--- config.mk ---
export PLATFORM = sky130hd
export DESIGN_NAME = bitmap_runs_to_vector_terminal_stream_core
export DESIGN_NICKNAME = d
export VERILOG_FILES = /design/src/hw/rtl/brtv_pkg.sv /design/src/hw/rtl/brtv_front.sv /design/src/hw/rtl/brtv_queue.sv /design/src/hw/rtl/brtv_back.sv /design/src/hw/rtl/bitmap_runs_to_vector_terminal_stream_core.sv
export SDC_FILE = /design/constraint.sdc
export NUM_CORES = 1
export LEC_CHECK = 0
export ABC_AREA = 1
export ABC_CLOCK_PERIOD_IN_PS = 8000
export BUFFER_PORTS_ARGS = -buffer_cell sky130_fd_sc_hd__buf_2
export CAP_MARGIN = 40
export CORE_AREA = 4 4 152 154
export DETAILED_ROUTE_END_ITERATION = 12
export DIE_AREA = 0 0 156 158
export PLACE_DENSITY = 0.69
export SYNTH_ARGS = -nofsm -noshare
export SYNTH_HDL_FRONTEND = slang
export SYNTH_SLANG_ARGS = --single-unit
--- constraint.sdc ---
create_clock -name clock -period 8 [get_ports clock]
set_input_delay 0.4 -clock clock [delete_from_list [all_inputs] [get_ports clock]]
set_output_delay 0.4 -clock clock [all_outputs]
set_load 0.05 [all_outputs]
--- src/hw/rtl/brtv_pkg.sv ---
package brtv_pkg;

   // Input beat: one raster pixel with its framing marks.
   typedef struct packed {
      logic pixel;
      logic end_of_line;
      logic start_of_page;
   } req_beat_type;

   // Output beat: one byte of the terminal command stream.
   typedef struct packed {
      logic [7:0] out_byte;
      logic       last;
   } rsp_beat_type;

   // Byte slots of one pixel's command, in emission order.
   localparam int SLOT_GRAPH_START = 0;
   localparam int SLOT_A0_Y_HIGH   = 1;
   localparam int SLOT_A0_Y_LOW    = 2;
   localparam int SLOT_A0_X_HIGH   = 3;
   localparam int SLOT_A0_X_LOW    = 4;
   localparam int SLOT_A1_Y_HIGH   = 5;
   localparam int SLOT_A1_Y_LOW    = 6;
   localparam int SLOT_A1_X_HIGH   = 7;
   localparam int SLOT_A1_X_LOW    = 8;
   localparam int NUM_SLOTS        = 9;

   // Command handed from the classifier to the byte sequencer.
   // Both addresses of one pixel share the same y.
   typedef struct packed {
      logic [NUM_SLOTS-1:0] slot_mask;
      logic [9:0]           y;
      logic [9:0]           addr0_x;
      logic [9:0]           addr1_x;
   } vec_cmd_type;

   localparam logic [7:0] GRAPH_START  = 8'd29;
   localparam logic [2:0] TAG_HIGH     = 3'b001;  // 0x20
   localparam logic [2:0] TAG_Y_LOW    = 3'b011;  // 0x60
   localparam logic [2:0] TAG_X_LOW    = 3'b010;  // 0x40
   localparam logic [5:0] UNKNOWN_PART = 6'd63;
   localparam logic [9:0] MAX_COORD    = 10'd1023;
   localparam logic [9:0] PAGE_HEIGHT_RESET = 10'd768;

endpackage

--- src/hw/rtl/brtv_front.sv ---
module brtv_front (
   input  logic                  clock,
   input  logic                  reset,
   input  logic                  req_valid,
   output logic                  req_stall,
   input  brtv_pkg::req_beat_type req_beat,
   input  logic [9:0]            page_height,
   input  logic                  queue_full,
   output logic                  cmd_push,
   output brtv_pkg::vec_cmd_type cmd
);
   import brtv_pkg::*;

   logic [9:0] column_ff, column_in;
   logic [9:0] row_ff, row_in;
   logic       in_run_ff, in_run_in;
   logic [5:0] saved_y_high_ff, saved_y_high_in;
   logic [5:0] saved_y_low_ff, saved_y_low_in;
   logic [5:0] saved_x_high_ff, saved_x_high_in;

   logic       accept;
   logic [9:0] col_e, row_e, y, x1;
   logic       run_e, run_mid, start_run, end_run, addr1_on;
   logic [5:0] syh_e, syl_e, sxh_e;
   logic [5:0] yh, yl, xh0, xh1;
   logic [5:0] syh_m, syl_m, sxh_m;
   logic [NUM_SLOTS-1:0] mask;

   assign req_stall = queue_full;
   assign accept    = req_valid && !queue_full;

   always_comb begin
      // page start is applied before the pixel
      if (req_beat.start_of_page) begin
         col_e = '0;
         row_e = '0;
         run_e = 1'b0;
         syh_e = UNKNOWN_PART;
         syl_e = UNKNOWN_PART;
         sxh_e = UNKNOWN_PART;
      end else begin
         col_e = column_ff;
         row_e = row_ff;
         run_e = in_run_ff;
         syh_e = saved_y_high_ff;
         syl_e = saved_y_low_ff;
         sxh_e = saved_x_high_ff;
      end

      y  = (row_e < page_height) ? (page_height - 10'd1 - row_e) : '0;
      x1 = (col_e < MAX_COORD) ? (col_e + 10'd1) : MAX_COORD;
      yh  = {1'b0, y[9:5]};
      yl  = {1'b0, y[4:0]};
      xh0 = {1'b0, col_e[9:5]};
      xh1 = {1'b0, x1[9:5]};

      start_run = req_beat.pixel && !run_e;
      end_run   = !req_beat.pixel && run_e;
      run_mid   = start_run ? 1'b1 : (end_run ? 1'b0 : run_e);
      addr1_on  = req_beat.end_of_line && run_mid;

      mask = '0;
      mask[SLOT_GRAPH_START] = start_run;
      if (start_run || end_run) begin
         mask[SLOT_A0_Y_HIGH] = (yh != syh_e);
         mask[SLOT_A0_Y_LOW]  = (yl != syl_e) || (xh0 != sxh_e);
         mask[SLOT_A0_X_HIGH] = (xh0 != sxh_e);
         mask[SLOT_A0_X_LOW]  = 1'b1;
         syh_m = yh;
         syl_m = yl;
         sxh_m = xh0;
      end else begin
         syh_m = syh_e;
         syl_m = syl_e;
         sxh_m = sxh_e;
      end

      if (addr1_on) begin
         mask[SLOT_A1_Y_HIGH] = (yh != syh_m);
         mask[SLOT_A1_Y_LOW]  = (yl != syl_m) || (xh1 != sxh_m);
         mask[SLOT_A1_X_HIGH] = (xh1 != sxh_m);
         mask[SLOT_A1_X_LOW]  = 1'b1;
         saved_y_high_in = yh;
         saved_y_low_in  = yl;
         saved_x_high_in = xh1;
      end else begin
         saved_y_high_in = syh_m;
         saved_y_low_in  = syl_m;
         saved_x_high_in = sxh_m;
      end

      if (req_beat.end_of_line) begin
         in_run_in = 1'b0;
         column_in = '0;
         row_in    = (row_e < MAX_COORD) ? (row_e + 10'd1) : MAX_COORD;
      end else begin
         in_run_in = run_mid;
         column_in = (col_e < MAX_COORD) ? (col_e + 10'd1) : MAX_COORD;
         row_in    = row_e;
      end
   end

   assign cmd_push      = accept && (mask != '0);
   assign cmd.slot_mask = mask;
   assign cmd.y         = y;
   assign cmd.addr0_x   = col_e;
   assign cmd.addr1_x   = x1;

   always_ff @(posedge clock) begin
      if (reset) begin
         column_ff       <= '0;
         row_ff          <= '0;
         in_run_ff       <= 1'b0;
         saved_y_high_ff <= UNKNOWN_PART;
         saved_y_low_ff  <= UNKNOWN_PART;
         saved_x_high_ff <= UNKNOWN_PART;
      end else if (accept) begin
         column_ff       <= column_in;
         row_ff          <= row_in;
         in_run_ff       <= in_run_in;
         saved_y_high_ff <= saved_y_high_in;
         saved_y_low_ff  <= saved_y_low_in;
         saved_x_high_ff <= saved_x_high_in;
      end
   end

endmodule

--- src/hw/rtl/brtv_queue.sv ---
module brtv_queue #(
   parameter int DEPTH = 4
) (
   input  logic                  clock,
   input  logic                  reset,
   input  logic                  push,
   input  brtv_pkg::vec_cmd_type push_cmd,
   output logic                  full,
   input  logic                  pop,
   output logic                  head_valid,
   output brtv_pkg::vec_cmd_type head_cmd
);
   import brtv_pkg::*;

   localparam int PW = (DEPTH > 1) ? $clog2(DEPTH) : 1;
   localparam int CW = $clog2(DEPTH + 1);

   vec_cmd_type   slots_ff [DEPTH];
   logic [PW-1:0] wr_ptr_ff, wr_ptr_in;
   logic [PW-1:0] rd_ptr_ff, rd_ptr_in;
   logic [CW-1:0] count_ff, count_in;
   logic          do_push, do_pop;

   assign full       = (count_ff == CW'(DEPTH));
   assign head_valid = (count_ff != '0);
   assign head_cmd   = slots_ff[rd_ptr_ff];
   assign do_push    = push && !full;
   assign do_pop     = pop && head_valid;

   always_comb begin
      wr_ptr_in = wr_ptr_ff;
      rd_ptr_in = rd_ptr_ff;
      count_in  = count_ff;
      if (do_push) begin
         wr_ptr_in = (wr_ptr_ff == PW'(DEPTH - 1)) ? '0 : (wr_ptr_ff + PW'(1));
      end
      if (do_pop) begin
         rd_ptr_in = (rd_ptr_ff == PW'(DEPTH - 1)) ? '0 : (rd_ptr_ff + PW'(1));
      end
      if (do_push && !do_pop) begin
         count_in = count_ff + CW'(1);
      end else if (do_pop && !do_push) begin
         count_in = count_ff - CW'(1);
      end
   end

   always_ff @(posedge clock) begin
      if (reset) begin
         wr_ptr_ff <= '0;
         rd_ptr_ff <= '0;
         count_ff  <= '0;
      end else begin
         wr_ptr_ff <= wr_ptr_in;
         rd_ptr_ff <= rd_ptr_in;
         count_ff  <= count_in;
      end
   end

   always_ff @(posedge clock) begin
      if (do_push) begin
         slots_ff[wr_ptr_ff] <= push_cmd;
      end
   end

endmodule

--- src/hw/rtl/brtv_back.sv ---
module brtv_back (
   input  logic                  clock,
   input  logic                  reset,
   input  logic                  head_valid,
   input  brtv_pkg::vec_cmd_type head_cmd,
   output logic                  pop,
   output logic                  rsp_valid,
   input  logic                  rsp_stall,
   output brtv_pkg::rsp_beat_type rsp_beat
);
   import brtv_pkg::*;

   logic [NUM_SLOTS-1:0] sent_ff, sent_in;
   logic                 rsp_valid_ff, rsp_valid_in;
   rsp_beat_type         rsp_beat_ff, rsp_beat_in;

   logic [NUM_SLOTS-1:0] remain, pick;
   logic [7:0]           slot_byte [NUM_SLOTS];
   logic [7:0]           sel_byte;
   logic                 pick_last, out_free, load;

   assign remain    = head_cmd.slot_mask & ~sent_ff;
   assign pick      = remain & (~remain + NUM_SLOTS'(1));  // lowest pending slot
   assign pick_last = ((remain & ~pick) == '0);
   assign out_free  = !rsp_valid_ff || !rsp_stall;
   assign load      = out_free && head_valid;
   assign pop       = load && pick_last;

   always_comb begin
      slot_byte[SLOT_GRAPH_START] = GRAPH_START;
      slot_byte[SLOT_A0_Y_HIGH]   = {TAG_HIGH,  head_cmd.y[9:5]};
      slot_byte[SLOT_A0_Y_LOW]    = {TAG_Y_LOW, head_cmd.y[4:0]};
      slot_byte[SLOT_A0_X_HIGH]   = {TAG_HIGH,  head_cmd.addr0_x[9:5]};
      slot_byte[SLOT_A0_X_LOW]    = {TAG_X_LOW, head_cmd.addr0_x[4:0]};
      slot_byte[SLOT_A1_Y_HIGH]   = {TAG_HIGH,  head_cmd.y[9:5]};
      slot_byte[SLOT_A1_Y_LOW]    = {TAG_Y_LOW, head_cmd.y[4:0]};
      slot_byte[SLOT_A1_X_HIGH]   = {TAG_HIGH,  head_cmd.addr1_x[9:5]};
      slot_byte[SLOT_A1_X_LOW]    = {TAG_X_LOW, head_cmd.addr1_x[4:0]};
      sel_byte = '0;
      for (int i = 0; i < NUM_SLOTS; i++) begin
         sel_byte = sel_byte | ({8{pick[i]}} & slot_byte[i]);
      end
   end

   always_comb begin
      sent_in      = sent_ff;
      rsp_valid_in = rsp_valid_ff;
      rsp_beat_in  = rsp_beat_ff;
      if (out_free) begin
         rsp_valid_in = head_valid;
      end
      if (load) begin
         rsp_beat_in.out_byte = sel_byte;
         rsp_beat_in.last     = pick_last;
         sent_in              = pick_last ? '0 : (sent_ff | pick);
      end
   end

   always_ff @(posedge clock) begin
      if (reset) begin
         sent_ff      <= '0;
         rsp_valid_ff <= 1'b0;
      end else begin
         sent_ff      <= sent_in;
         rsp_valid_ff <= rsp_valid_in;
      end
   end

   always_ff @(posedge clock) begin
      rsp_beat_ff <= rsp_beat_in;
   end

   assign rsp_valid = rsp_valid_ff;
   assign rsp_beat  = rsp_beat_ff;

endmodule

--- src/hw/rtl/bitmap_runs_to_vector_terminal_stream_core.sv ---
// Raster-to-vector terminal stream encoder. Takes a 1-bit raster one pixel
// per beat (left to right, top row first) and emits the graph-mode byte
// stream: graph-start (29) plus the start address when a run of set pixels
// opens, and the exclusive end address at the first clear pixel or the end
// of the row. Addresses are 10-bit, sent as the shortened Y-high / Y-low /
// X-high / X-low sequence. Each output beat is one byte; "last" flags the
// final byte caused by an input pixel, and pixels that cause no bytes send
// nothing. The input takes one pixel per cycle while the queue is not full; a
// pixel at a run edge produces 1 to 9 bytes, and the byte sequencer sends one
// byte per cycle while the output is not stalled. The QUEUE_DEPTH command queue
// between classifier and sequencer absorbs those bursts; req_stall rises only
// when it is full. Commands are registered in the queue, bytes in the output
// register. The user writes page_height through csr_write_en/csr_write_data
// only while the block is idle (reset 768); the block does not enforce this.
module bitmap_runs_to_vector_terminal_stream_core #(
   parameter int QUEUE_DEPTH = 4   // commands in flight, 2 or more
) (
   input  logic                   clock,
   input  logic                   reset,
   // pixel input
   input  logic                   req_valid,
   output logic                   req_stall,
   input  brtv_pkg::req_beat_type req_beat,
   // byte output
   output logic                   rsp_valid,
   input  logic                   rsp_stall,
   output brtv_pkg::rsp_beat_type rsp_beat,
   // page_height register
   input  logic                   csr_write_en,
   input  logic [9:0]             csr_write_data
);
   import brtv_pkg::*;

   logic [9:0]  page_height_ff;

   logic        cmd_push;
   vec_cmd_type cmd;
   logic        queue_full;
   logic        head_valid;
   vec_cmd_type head_cmd;
   logic        pop;

   always_ff @(posedge clock) begin
      if (reset) begin
         page_height_ff <= PAGE_HEIGHT_RESET;
      end else if (csr_write_en) begin
         page_height_ff <= csr_write_data;
      end
   end

   // front: tracks column/row/run state and saved address bytes, builds
   // one command (which byte slots to send) per pixel
   brtv_front u_front (
      .clock       (clock),
      .reset       (reset),
      .req_valid   (req_valid),
      .req_stall   (req_stall),
      .req_beat    (req_beat),
      .page_height (page_height_ff),
      .queue_full  (queue_full),
      .cmd_push    (cmd_push),
      .cmd         (cmd)
   );

   // command queue decoupling the two sides
   brtv_queue #(
      .DEPTH (QUEUE_DEPTH)
   ) u_queue (
      .clock      (clock),
      .reset      (reset),
      .push       (cmd_push),
      .push_cmd   (cmd),
      .full       (queue_full),
      .pop        (pop),
      .head_valid (head_valid),
      .head_cmd   (head_cmd)
   );

   // back: walks the head command's slots, one byte per beat, into the
   // output register
   brtv_back u_back (
      .clock      (clock),
      .reset      (reset),
      .head_valid (head_valid),
      .head_cmd   (head_cmd),
      .pop        (pop),
      .rsp_valid  (rsp_valid),
      .rsp_stall  (rsp_stall),
      .rsp_beat   (rsp_beat)
   );

endmodule
# After elaboration in Yosys (flattened, before gate mapping)

Memories as Yosys holds them, arrays and structs flattened. A register that Yosys moved wholly into a read port is not among the register bits.
Cells that the tools add are included.

Add/sub/neg operators: 9
$lt $le $gt $ge: 3
Equality and inequality tests: 9
Muxes and demuxes: 31
Bitwise gates (word level): 23
Reductions and logical operators: 26

Operator list:

| operator                                            | count |
|---|---|
| 2-to-1 mux 10 bit                                   | 7 |
| bitwise OR 8 bit                                    | 7 |
| 2-to-1 mux 6 bit                                    | 9 |
| != test 5 x 6 -> 1 bit                              | 6 |
| bitwise AND 8 x 6 -> 8 bit                          | 4 |
| bitwise AND 8 x 7 -> 8 bit                          | 4 |
| bitwise AND 9 bit                                   | 3 |
| inverter 9 bit                                      | 3 |
| adder 10 x 1 -> 10 bit (second input constant)      | 2 |
| less-than comparator 10 bit (second input constant) | 2 |
| logical AND 1 bit                                   | 11 |
| less-than comparator 10 bit                         | 1 |
| subtractor 10 x 1 -> 10 bit (second input constant) | 1 |
| subtractor 10 bit                                   | 1 |
| adder 9 x 1 -> 9 bit (second input constant)        | 1 |
| logical NOT 9 bit                                   | 1 |
| 2-to-1 mux 9 bit                                    | 1 |
| bitwise OR 9 bit                                    | 1 |
| nonzero test 9 bit                                  | 1 |
| 2-to-1 mux 2 bit                                    | 4 |
| 2-to-1 mux 4 bit                                    | 2 |
| bitwise OR 5 x 8 -> 8 bit                           | 1 |
| logical NOT 1 bit                                   | 7 |
| 2-to-1 mux 1 bit                                    | 6 |
| 9 further kinds                                     | 15 |

Register bits: 75
Bits in writable memories: 156
Input port bits: 18
Output and inout bits: 11
Logic and storage cells: 116
Memories kept: 1

Memories:

| name             | words | bits a word | rd ports | clocked after memory_dff | write ports | RTL line         | RTL |
|---|---|---|---|---|---|---|---|
| u_queue.slots_ff | 4     | 39          | 1        | 1                        | 1           | brtv_queue.sv:18 | `vec_cmd_type slots_ff [DEPTH];` |

# Logic depth before layout (Yosys ltp)

Word-level depth: 15
Gate-level depth with buffers: 21
Gate-level depth less buffers: 19

# Cells and area by module

From an unflattened synthesis, not the netlist that was laid out.

Cells, all modules: 1256
Area total of the unflattened synthesis: 11365.9 um^2

Modules (own cells, without submodules):

| module                                     | times used | cells each | area each (um^2) | sequential area each (um^2) |
|---|---|---|---|---|
| brtv_queue                                 | 1          | 448        | 6287.3           | 4864.7 |
| brtv_front                                 | 1          | 564        | 3460.8           | 780.7 |
| brtv_back                                  | 1          | 184        | 1203.7           | 440.4 |
| bitmap_runs_to_vector_terminal_stream_core | 1          | 60         | 414.1            | 200.2 |

# Least setup slack after synthesis

Ideal clock, no wire load.

Path kind: input-to-reg
Start point: in req_beat[0] in the netlist's numbering
End point: mem u_queue.slots_ff[0][0] in the netlist's numbering (enable)
Library setup time: 0.435 ns
Arrival time: 3.021 ns
Data required time: 7.565 ns
Path slack: 4.543 ns
Stages on the path: 9
Path buffers: 1
Cell sequence: buf_6 inv_6 nand2_1 ha_1 inv_1 nor2_1 inv_1 o21ai_2 nor2_1

Word-level cells in the longest chain between the ends: 13
Elaborated cells on any way between the ends: 37
Classes of those cells: add/sub (2); order compare (2); eq/ne (6); mux (17); reduce/logical (10)

RTL lines:

| item                                                                      | RTL line                                         | RTL |
|---|---|---|
| start: declaration                                                        | bitmap_runs_to_vector_terminal_stream_core.sv:23 | `input brtv_pkg::req_beat_type req_beat,` |
| parallel branches: the longest is 8 deep, another holds subtractor 10 bit | --                                               |  |
| nonzero test 9 bit (*)                                                    | brtv_front.sv:103                                | `assign cmd_push = accept && (mask != '0);` |
| logical AND 1 bit (*)                                                     | brtv_front.sv:103                                |  |
| logical AND 1 bit (*)                                                     | brtv_queue.sv:27                                 | `assign do_push = push && !full;` |
| 2-to-1 mux 1 bit (*)                                                      | brtv_queue.sv:60                                 | `if (do_push) begin` |
| 2-to-1 mux 1 bit (implied by the code) (*)                                | brtv_queue.sv:61                                 | `slots_ff[wr_ptr_ff] <= push_cmd;` |
| end: declaration                                                          | brtv_queue.sv:18                                 |  |

Mark *: on every way between the ends.

==> out/qor.yml <==
timing:
  fin_tns_setup_ps: 0
  hold_viol: 0
  rsz0062_at_grt: "no"
  worst_pin_slew_ps: 878.3
  setup_violations: 0
  final.min_clock_period_ps: 3701
  fmax_mhz: 270.2
  slew_violations: 0
  worst_clock_skew_ps: 25.17
  relSlewSlack: 0.4144
  fin_crit_sh: 0.4626
cts:
  cts_sinks: 232
  cts_inserted_buffers: 26
  cts_tree: "built"
  clk_pin_slew_ps: 60
  ctsHoldBuffers: 0
  clock_path_buffers: 3
  cts_resized: 0
  post-cts-setup-buffers: 0
  clockRootBuffer: "clkbuf_16"
  clk_latency_ps: 540
  h-tree-depth: 1
placement:
  dp_hpwl_um: 17030
  portBuffers: 27
  gp_congestion: 0.8793
  place_area_um2: 11570
final_layout:
  fin_area_um2: 12470
  utilization: 0.5749
  diodes: 0
  drive_above_1_share: 0.1036
  final_nets: 1299
  area_growth_pct: 11.78
logic_synthesis:
  synthCells: 1232
  synth-seq-cells: 232
  ys_types: 53
  synth.avg_cell_area_um2: 9.054
  yosysSeqAreaShare: 0.5635
  yosysWarningCount: 0
  synth_common_cells: "nand2_1 (236), edfxtp_1 (164), inv_1 (161)"
  synthFlopType: "edfxtp_1"
  yosysMostFrequentCell: "nand2_1"
  async_flop_share: 0
  synth_nets: 1277
  syn_area_um2: 11150
  synth_top_area_frac: 0.4415
  synth.largest_area_cell: "edfxtp_1"
  synth.area.top_cells: "edfxtp_1 (44%), dfxtp_1 (12%), nand2_1 (7.9%), inv_1 (5.4%), o21ai_0 (5.1%)"
  synth_enable_flop_cells: 164
setup_path:
  crit_chain: "buf_4, inv_2, buf_4, nand2_1, nand3_1, nand3b_4, nand2_4, nor2_1, nand2_1, inv_1, nand2_2, nand2_1, nand4_4, ha_1, inv_1, fa_1, a21oi_1, o21ai_0, o21ai_0, a21oi_1"
  path_buf_inv: 5
  cp-end-kind: "register"
  crit_top_cell: "nand2_1"
  max_stage_delay_ps: 560
  startpoint_type: "register"
  required_ps: 8410
  crit_path_max_fanout: 59
  timing_worst_setup_path_type: "register to register"
  cp_top_family: "buffers and inverters"
  slowest_stage: "buf_4"
  worstPathArrival_ps: 4110
routing:
  drt_iter0_drc: 693
  drt_pass1_iterations: 5
  routed_wirelength_um: 25560
  wl_per_cell_um: 16.45
  vias: 8333
  ant_nets: 0
  drc_errors: 0
  viasPerCell: 5.362
global_routing:
  grt_pass1_vias: 7990
  grt_pass1_wl_um: 41150
  grt_use_met2: 0.3521
  grt_overflow: 0
  met3_usage: 0.02898
  met1_usage: 0.2815
  grt_max_degree: 60
  antenna_found_initial: 0
  track_usage: 0.2087
  top_usage_layer: "met2"
hold_path:
  hp-class: "input port to register"
floorplanning:
  fp.dieW_um: 156
  start_util: 0.5143
  die-area_um2: 24650
  io_pins: 29
  die_y_um: 158
  num_rows: 54
  coreArea_um2: 21690
job:
  maxCapViolCount: 0
outcome:
  status: "completed"
power:
  p_per_area_nw_per_um2: 252.3
  max-vdd-ir-drop_mv: 0.1816
  p_leak_nw: 5.106
[registers in the layout (all words and copies together), names as in the netlist, named ones only]
signal / flops
u_back.sent_ff: 9
u_front.row_ff: 10
u_front.saved_x_high_ff: 6
u_front.in_run_ff: 1
u_queue.slots_ff: 156
u_queue.wr_ptr_ff: 2
u_queue.count_ff: 3
u_front.saved_y_high_ff: 6
u_front.saved_y_low_ff: 6
u_back.rsp_valid: 1
page_height_ff: 10
u_back.rsp_beat: 8
u_queue.rd_ptr_ff: 2
u_front.column_ff: 10
[worst reg2reg max path: stages (launching register included)]
cell	delay, ps
dfxtp_2	310
buf_4	230
inv_2	270
buf_4	560
nand2_1	130
nand3_1	160
nand3b_4	140
nand2_4	150
nor2_1	60
nand2_1	90
inv_1	60
nand2_2	90
nand2_1	100
nand4_4	170
ha_1	160
inv_1	60
fa_1	380
a21oi_1	140
o21ai_0	110
o21ai_0	150
a21oi_1	50
[placed cells by master (no fill, tap or decap), types with 8 or more instances in the layout]
master and instances:
buf_4 12, nor2_1 141, buf_2 27, nand2_2 9
o211ai_1 8, ha_1 25, xor2_1 16, nand4_1 10
nand2_1 236, inv_1 161, o22ai_1 17, edfxtp_1 164
a21oi_1 76, dfxtp_1 67, nor2_4 10, clkbuf_16 26
o21ai_0 114, nand3_1 62, or2_2 11
[routing by layer]
metal | vias to the layer above | wire [µm]
met2 | 243 | 12110
li1 | 4147 | -
met5 | - | 0
met3 | 53 | 1534
met1 | 3890 | 11180
met4 | 0 | 734
[stage by stage]
stage	setup WS, ps	power [mW]	hold WS (ps)	instances
5_1_grt	3926	3.283	111.0	1554
3_5_place_dp	4086	1.944	443.9	1506
2_1_floorplan	4543	1.801	425.2	1232
4_1_cts	4284	3.167	87.24	1554
3_3_place_gp	4191	1.930	438.6	1505
6_report	4299	3.146	102.0	1554
[where the power goes]
group	internal (mW)	leakage [nW]	switching [mW]
logic	0.138	2.59	0.356
clock network	0.750	0.429	0.475
registers	1.40	2.08	0.0303
total	2.28	5.11	0.862
[final timing paths]
path                                        from                          endpoint  slack, ps  cells after the start
setup / recovery                        register  u_queue.count_ff[2]$_SDFFE_PP0P_       4300                     20
hold / removal                 csr_write_data[8]    page_height_ff[8]$_SDFFE_PP1P_        100                      3
setup reg to reg                        register  u_queue.count_ff[2]$_SDFFE_PP0P_       4300                     20
hold reg to reg   u_back.sent_ff[5]$_SDFFE_PP0P_    u_back.sent_ff[5]$_SDFFE_PP0P_        450                      2
[final cells by class]
class                      instances  area [µm²]
fill                            1869        9220
sequential                       232        6287
multi-input combinational        785        4043
clock buffer                      34       700.7
inverter                         169       639.4
tap                              280       350.3
timing repair buffer              40       252.7
clock inverter                    14       195.2
[kinds of logic after synthesis]
| kind of cell | Yosys count | share of synthesized area |
|---|---|---|
| AOI/OAI and AO/OA | 238 | 0.1170 |
| xor gates and xnor gates | 17 | 0.01335 |
| and+or+nand+nor | 502 | 0.1971 |
| DFF | 232 | 0.5635 |
| buffers and inverters | 215 | 0.07706 |
| adders and majority gates | 27 | 0.03163 |
| other | 1 | 0.0003362 |
Power figures use the tool's default switching activity.
